**src/hw/rtl/s20sc_pkg.sv**
```systemverilog
package s20sc_pkg;

  // Default number of double rounds.
  localparam int DOUBLE_ROUNDS_DEF = 10;

  // Quarter-round steps in one half round, and round cells in one double round.
  localparam int STEPS_PER_HALF = 4;
  localparam int CELLS_PER_DOUBLE = 8;

  // Stream payload widths.
  localparam int WORD_W  = 64;
  localparam int NWORDS  = 8;
  localparam int CNT_W   = 7;
  localparam int TDATA_W = 520;

  // Configuration port.
  localparam int CFG_IDX_W  = 3;
  localparam int CFG_DATA_W = 64;

  localparam logic [CFG_IDX_W-1:0] REG_KEY_A = 3'd0;
  localparam logic [CFG_IDX_W-1:0] REG_KEY_B = 3'd1;
  localparam logic [CFG_IDX_W-1:0] REG_KEY_C = 3'd2;
  localparam logic [CFG_IDX_W-1:0] REG_KEY_D = 3'd3;
  localparam logic [CFG_IDX_W-1:0] REG_NONCE = 3'd4;
  localparam logic [CFG_IDX_W-1:0] REG_WIDE  = 3'd5;

  // Largest block size in bytes.
  localparam logic [CNT_W-1:0] MAX_BYTES = 7'd64;

  // Constant words for 32-byte and 16-byte keys.
  localparam logic [31:0] SIGMA [4] = '{32'h61707865, 32'h3320646e,
                                        32'h79622d32, 32'h6b206574};
  localparam logic [31:0] TAU   [4] = '{32'h61707865, 32'h3120646e,
                                        32'h79622d36, 32'h6b206574};

  // Rotation amount of each quarter-round step.
  localparam logic [4:0] ROT_AMT [4] = '{5'd7, 5'd9, 5'd13, 5'd18};

  // State word of role a, b, c, d for each quarter round; column half first.
  localparam logic [3:0] QR_IDX [2][4][4] = '{
    '{'{4'd0,  4'd4,  4'd8,  4'd12},
      '{4'd5,  4'd9,  4'd13, 4'd1},
      '{4'd10, 4'd14, 4'd2,  4'd6},
      '{4'd15, 4'd3,  4'd7,  4'd11}},
    '{'{4'd0,  4'd1,  4'd2,  4'd3},
      '{4'd5,  4'd6,  4'd7,  4'd4},
      '{4'd10, 4'd11, 4'd8,  4'd9},
      '{4'd15, 4'd12, 4'd13, 4'd14}}
  };

  // Key, nonce and mode registers.
  typedef struct packed {
    logic [63:0] key_a;
    logic [63:0] key_b;
    logic [63:0] key_c;
    logic [63:0] key_d;
    logic [63:0] nonce;
    logic        wide;
  } s20sc_cfg_t;

  // One block as it travels down the chain of round cells.
  typedef struct packed {
    logic [15:0][31:0]        x;
    logic [NWORDS-1:0][63:0]  data;
    logic [CNT_W-1:0]         cnt;
    logic [63:0]              ctr;
  } s20sc_item_t;

  function automatic logic [31:0] rotl(input logic [31:0] v, input logic [4:0] n);
    logic [5:0] m;
    begin
      m = 6'd32 - {1'b0, n};
      rotl = (v << n) | (v >> m);
    end
  endfunction

  // Build the initial 16-word state from configuration and block counter.
  function automatic logic [15:0][31:0] init_state(input s20sc_cfg_t cfg,
                                                   input logic [63:0] ctr);
    logic [15:0][31:0] s;
    logic [63:0] k2;
    logic [63:0] k3;
    begin
      k2 = cfg.wide ? cfg.key_c : cfg.key_a;
      k3 = cfg.wide ? cfg.key_d : cfg.key_b;
      s[0]  = cfg.wide ? SIGMA[0] : TAU[0];
      s[1]  = cfg.key_a[31:0];
      s[2]  = cfg.key_a[63:32];
      s[3]  = cfg.key_b[31:0];
      s[4]  = cfg.key_b[63:32];
      s[5]  = cfg.wide ? SIGMA[1] : TAU[1];
      s[6]  = cfg.nonce[31:0];
      s[7]  = cfg.nonce[63:32];
      s[8]  = ctr[31:0];
      s[9]  = ctr[63:32];
      s[10] = cfg.wide ? SIGMA[2] : TAU[2];
      s[11] = k2[31:0];
      s[12] = k2[63:32];
      s[13] = k3[31:0];
      s[14] = k3[63:32];
      s[15] = cfg.wide ? SIGMA[3] : TAU[3];
      init_state = s;
    end
  endfunction

endpackage

```
**src/hw/rtl/s20sc_final.sv**
```systemverilog
module s20sc_final
  import s20sc_pkg::*;
(
  input  logic               clk,
  input  logic               rst_n,
  input  s20sc_cfg_t         cfg,
  input  logic               up_valid,
  output logic               up_ready,
  input  s20sc_item_t        up_item,
  output logic               out_valid,
  input  logic               out_ready,
  output logic [TDATA_W-1:0] out_data
);

  logic [15:0][31:0]       init_w;
  logic [15:0][31:0]       ks;
  logic [NWORDS-1:0][63:0] word_nxt;
  logic [NWORDS-1:0][63:0] word_r;
  logic [CNT_W-1:0]        cnt_r;
  logic                    valid_r;

  // Add the initial state back and XOR the keystream into the valid bytes; bytes past the count are zero.
  always_comb begin
    init_w = init_state(cfg, up_item.ctr);
    for (int i = 0; i < 16; i++) begin
      ks[i] = up_item.x[i] + init_w[i];
    end
    for (int w = 0; w < NWORDS; w++) begin
      word_nxt[w] = up_item.data[w] ^ {ks[2*w+1], ks[2*w]};
      for (int b = 0; b < 8; b++) begin
        if (up_item.cnt <= CNT_W'(8 * w + b)) begin
          word_nxt[w][8*b +: 8] = 8'h00;
        end
      end
    end
  end

  // Output register; it refills while the receiver drains it.
  assign up_ready = !valid_r || out_ready;

  always_ff @(posedge clk) begin
    if (!rst_n) begin
      valid_r <= 1'b0;
    end else if (up_ready) begin
      valid_r <= up_valid;
    end
  end

  always_ff @(posedge clk) begin
    if (up_ready) begin
      word_r <= word_nxt;
      cnt_r  <= up_item.cnt;
    end
  end

  assign out_valid = valid_r;
  assign out_data  = {1'b0, cnt_r, word_r};

endmodule

```
**config.mk**
```make
export PLATFORM = sky130hd
export DESIGN_NAME = s20sc_final
export DESIGN_NICKNAME = d
export VERILOG_FILES = /design/src/hw/rtl/s20sc_pkg.sv /design/src/hw/rtl/s20sc_final.sv
export SDC_FILE = /design/constraint.sdc
export NUM_CORES = 2
export LEC_CHECK = 0
export BUFFER_PORTS_ARGS = -buffer_cell sky130_fd_sc_hd__clkbuf_2
export CAP_MARGIN = 20
export CORE_AREA = 2 2 755 757
export CTS_CLUSTER_DIAMETER = 150
export DETAILED_ROUTE_END_ITERATION = 12
export DIE_AREA = 0 0 757 759
export PLACE_DENSITY_LB_ADDON = 0.12
export SKIP_CTS_REPAIR_TIMING = 1
export SYNTH_ARGS = -nofsm -noshare
export SYNTH_HDL_FRONTEND = slang
export SYNTH_SLANG_ARGS = --single-unit
```
**constraint.sdc**
```tcl
create_clock -name clk -period 15.8 [get_ports clk]
set_clock_uncertainty 0.15 [all_clocks]
set_input_delay 0.79 -clock clk [delete_from_list [all_inputs] [get_ports clk]]
set_output_delay 0.79 -clock clk [all_outputs]
set_load 0.1 [all_outputs]
```
== Word-level counts from Yosys, hierarchy flattened ==
Index checks and enable logic that the tools add are counted.

* Bits in registers: 520
* Output and inout bits: 522

* Order comparisons: 64
* Bitwise operators: 8
* Muxes and demuxes: 4
* Reduce and logical (&&, ||, !) cells: 2
* $add $sub $neg: 16

{| class="wikitable"
|+ Operators with widths
! cell !! number
|-
| bitwise XOR 64 bit || 8
|-
| adder 32 bit || 12
|-
| <= comparator 7 x 6 -> 1 bit (second input constant) || 32
|-
| 2-to-1 mux 64 bit || 2
|-
| <= comparator 7 x 5 -> 1 bit (second input constant) || 16
|-
| adder 32 x 31 -> 32 bit (second input constant) || 2
|-
| <= comparator 7 x 4 -> 1 bit (second input constant) || 8
|-
| adder 32 x 30 -> 32 bit || 1
|-
| adder 32 x 31 -> 32 bit || 1
|-
| <= comparator 7 x 3 -> 1 bit (second input constant) || 4
|-
| 2-to-1 mux 26 bit || 1
|-
| <= comparator 7 x 1 -> 1 bit (second input constant) || 2
|-
| <= comparator 7 x 2 -> 1 bit (second input constant) || 2
|-
| 2-to-1 mux 3 bit || 1
|-
| zero test 1 bit || 1
|-
| logical OR 1 bit || 1
|}

== Depth between registers and ports, before layout ==
* Depth after elaboration: 3
* Gate-level depth with buffers: 14

== Worst setup path after synthesis ==
Ideal clock, no wire load.

* Path type: input to register
* From: input out_ready
* To: register valid_r, in the netlist out_valid
* Arrival: 14.919 ns
* Library setup time: 0.699 ns
* Required time: 14.951 ns
* Slack: 0.032 ns
* Stages on the path: 2
* Cells stage by stage: nand2b_1 a21boi_0

* Word-level cells in the longest chain between the ends: 1

{| class="wikitable"
|+ Ends and longest elaborated chain
! item !! RTL line !! RTL
|-
| from (decl) || s20sc_final.sv:11 || <nowiki>input logic out_ready,</nowiki>
|-
| logical OR 1 bit || s20sc_final.sv:39 || <nowiki>assign up_ready = !valid_r || out_ready;</nowiki>
|-
| to (signal assigned) || s20sc_final.sv:45 || <nowiki>valid_r <= up_valid;</nowiki>
|-
| to (decl) || s20sc_final.sv:20 || <nowiki>logic valid_r;</nowiki>
|}

Every way passes these cells.
A chain may end at the register's enable or synchronous reset.

== Worst setup path after layout ==
* From: input cfg[0] (netlist bit)
* To: register word_r (netlist bit out_data[410]), data pin

* Word-level cells in the longest chain between the ends: 3

{| class="wikitable"
|+ Ends and longest elaborated chain
! item !! RTL line !! RTL
|-
| from (decl) || s20sc_final.sv:6 || <nowiki>input s20sc_cfg_t cfg,</nowiki>
|-
| 2-to-1 mux 64 bit || s20sc_pkg.sv:84 || <nowiki>k2 = cfg.wide ? cfg.key_c : cfg.key_a;</nowiki>
|-
| adder 32 bit || s20sc_final.sv:26 || <nowiki>ks[i] = up_item.x[i] + init_w[i];</nowiki>
|-
| bitwise XOR 64 bit || s20sc_final.sv:29 || <nowiki>word_nxt[w] = up_item.data[w] ^ {ks[2*w+1], ks[2*w]};</nowiki>
|-
| to (signal assigned) || s20sc_final.sv:51 || <nowiki>word_r <= word_nxt;</nowiki>
|-
| to (decl) || s20sc_final.sv:18 || <nowiki>logic [NWORDS-1:0][63:0] word_r;</nowiki>
|}

Every way passes these cells.

==> results.sh <==
export IMPL_syn2layout_area_growth_pct=50.11
export IMPL_worstPathMaxFanout=29
export IMPL_drt_initial_drc_count=3406
export IMPL_rows=277
export IMPL_cp_common_cell="buf_4"
export IMPL_rsz0062_at_grt="false"
export IMPL_final_common_cell="clkbuf_2"
export IMPL_synth_seq_cells=520
export IMPL_die_area_um2=574600
export IMPL_htreeDepth=3
export IMPL_top_layer="met5"
export IMPL_clkSinkCount=520
export IMPL_slew_viol_final=0
export IMPL_crit_arrival_ns=5.31
export IMPL_tns_ns=0
export IMPL_initial_core_util=0.08066
export IMPL_setup_viol=0
export IMPL_grt_util_all_layers=0.1663
export IMPL_critPathTopFamily="compound AO/OA/AOI/OAI gates"
export IMPL_crit_path_end_kind="register"
export IMPL_critPathBufInv=3
export IMPL_grt_max_degree=104
export IMPL_io_buffers=1940
export IMPL_dr_wl_met2_mm=233.3
export IMPL_synthTopCellsByArea="edfxtp_1 34%, xnor2_1 13%, ha_1 10%"
export IMPL_path_clk_slew_ns=0.06
export IMPL_dieHeight_um=759
export IMPL_synthFlopType="edfxtp_1"
export IMPL_syn_nets=6647
export IMPL_crit_chain="clkbuf_8 > buf_4 > buf_4 > mux2_2 > ha_1 > fa_1 > a211oi_1 > o21ai_1 > a311o_1 > a31oi_4 > a2bb2oi_2 > o31a_1 > o21ai_0 > xnor2_1 > nor2_1"
export IMPL_maxCapViolations=0
export IMPL_power_per_cell_area_nw_per_um2=129.1
export IMPL_cts_made_buffers=98
export IMPL_drive_gt1_frac=0.3441
export IMPL_place_hpwl_mm=450.7
export IMPL_layout_common_cells="1934 x clkbuf_2, 677 x xnor2_1, 573 x nor2_1, 519 x edfxtp_1, 439 x a21oi_1"
export IMPL_overflow=0
export IMPL_cp_start_kind="input port"
export IMPL_totalWireLength_mm=498.6
export IMPL_ys_async_sr_fraction=0
export IMPL_vias_per_cell=3.408
export IMPL_grt_pass1_wl_mm=612.3
export IMPL_finalWeightedCongestion=0.9297
export IMPL_whs_ns=0.07635
export IMPL_hold_path_class="in -> reg"
export IMPL_multi_input_area_um2=29490
export IMPL_cp_slowest_cell="buf_4"
export IMPL_finalCritPeriodShare=0.3108
export IMPL_yosysTopAreaCellShare=0.3407
export IMPL_required_ns=16.20
export IMPL_wl_met3_mm=59.32
export IMPL_p_leak_uw=0.02892
export IMPL_antenna_found_initial=455
export IMPL_ff_latch_area_um2=15610
export IMPL_syn_avg_cell_area_um2=9.456
export IMPL_die_w_um=757
export IMPL_synth_cell_type_count=104
export IMPL_fin_crit_ns=4.911
export IMPL_drc=0
export IMPL_yosysSeqAreaShare=0.3412
export IMPL_core_um2=567000
export IMPL_crit_type="in -> reg"
export IMPL_hold_viol_final=0
export IMPL_detail_route_antenna_nets=0
export IMPL_clk_path_buf_depth=4
export IMPL_ir_worst_vdd_mv=0.07864
export IMPL_n_fill_cell=65680
export IMPL_detail_route_wl_per_cell_um=34.20
export IMPL_max_freq_mhz=203.6
export IMPL_root_buffer="clkbuf_16"
export IMPL_nNetsFinal=8652
export IMPL_slowest_delay_ns=0.48
export IMPL_worstMarginPinSlew_ns=1.124
export IMPL_synth_edff_count=519
export IMPL_slew_headroom=0.2510
export IMPL_grt_pass1_vias=50550
export IMPL_clock_latency_ns=0.86
export IMPL_ios=1942
export IMPL_wl_met1_mm=192.0
export IMPL_syn_cell_area_um2=45740
export IMPL_yosys_warnings=0
export IMPL_dr_pass1_iters=5
export IMPL_synthesis_instances=4837
export IMPL_num_vias=49680
export IMPL_status="complete, no violations"
export IMPL_tritoncts="done"
export IMPL_yosysTopAreaCell="edfxtp_1"
final cells by class:
| type | count | area share |
|---|---|---|
| multi-input cells | 4113 | 0.4295 |
| flip-flops and latches | 520 | 0.2273 |
| repair buffers | 2013 | 0.1509 |
| well taps | 7533 | 0.1373 |
| clock buffers | 115 | 0.03665 |
| clock inverters | 57 | 0.008365 |
| inverters | 96 | 0.005249 |
| diodes | 131 | 0.004775 |
sequential cells by signal (all words and copies together), names as in the netlist:
| signal | count |
|---|---|
| out_data | 512 |
| out_valid | 1 |
| cnt_r | 7 |
cell families (layout without fill, tap and decap cells):
kind of cell	count (synthesis)	after routing	synth area share
other	1	132	0.00008199
buffers and inverters	204	2281	0.01702
and+or+nand+nor	1341	1341	0.1378
AOI/OAI and AO/OA	1341	1341	0.1885
DFF	520	520	0.3412
xor gates and xnor gates	898	898	0.1720
muxes	142	142	0.03461
adders and majority gates	390	390	0.1088
synthesized netlist by cell type, types with 96 or more instances:
cell type,instances
a21o_1,270
a21oi_1,450
edfxtp_1,519
ha_1,377
inv_1,96
mux2_2,128
nand2_1,222
nand3_1,99
nor2_1,575
o21ai_0,189
xnor2_1,677
xor2_1,221
power breakdown:
part           switching (uW)  internal [uW]  total, uW
clock                     939           1290       2230
sequential                151           1880       2030
combinational            3630            970       4600
total                    4720           4150       8860
final timing paths:
path / slack (ns) / cells after the start / from / to
setup / recovery: 10.89 / 15 / cfg[0] / out_data[410]
hold / removal: 0.08 / 3 / up_item[264] / out_data[193]
setup reg to reg: 11.85 / 4 / out_valid / out_data[113]
hold reg to reg: 1.06 / 1 / out_valid / out_data[186]
metal layers:
layer / global-route usage / up-vias
li1: - / 21940
met2: 0.2813 / 2403
met4: 0.03021 / 352
met3: 0.08589 / 812
met1: 0.1866 / 24170
met5: 0.006256 / -
stage by stage:
| stage | total power (uW) | cell area [um2] | std cells | util | setup slack (ns) |
|---|---|---|---|---|---|
| 6_report | 8863 | 68650 | 14580 | 0.1211 | 10.89 |
| 5_1_grt | 9236 | 68470 | 14500 | 0.1208 | 10.65 |
| 4_1_cts | 9055 | 68290 | 14450 | 0.1204 | 10.87 |
| 3_5_place_dp | 6720 | 65200 | 14270 | 0.1150 | 9.923 |
| 3_3_place_gp | 6748 | 65120 | 14270 | 0.1148 | 9.801 |
| 2_1_floorplan | 5241 | 45740 | 4837 | - | 0.03209 |
worst register-to-register path, cell delays in order (launching register included):
cell,delay [ns]
dfxtp_1,0.34
nand2b_4,0.63
buf_4,0.75
buf_4,0.74
buf_4,0.82
Note: power is estimated with default switching activity, not from simulation.
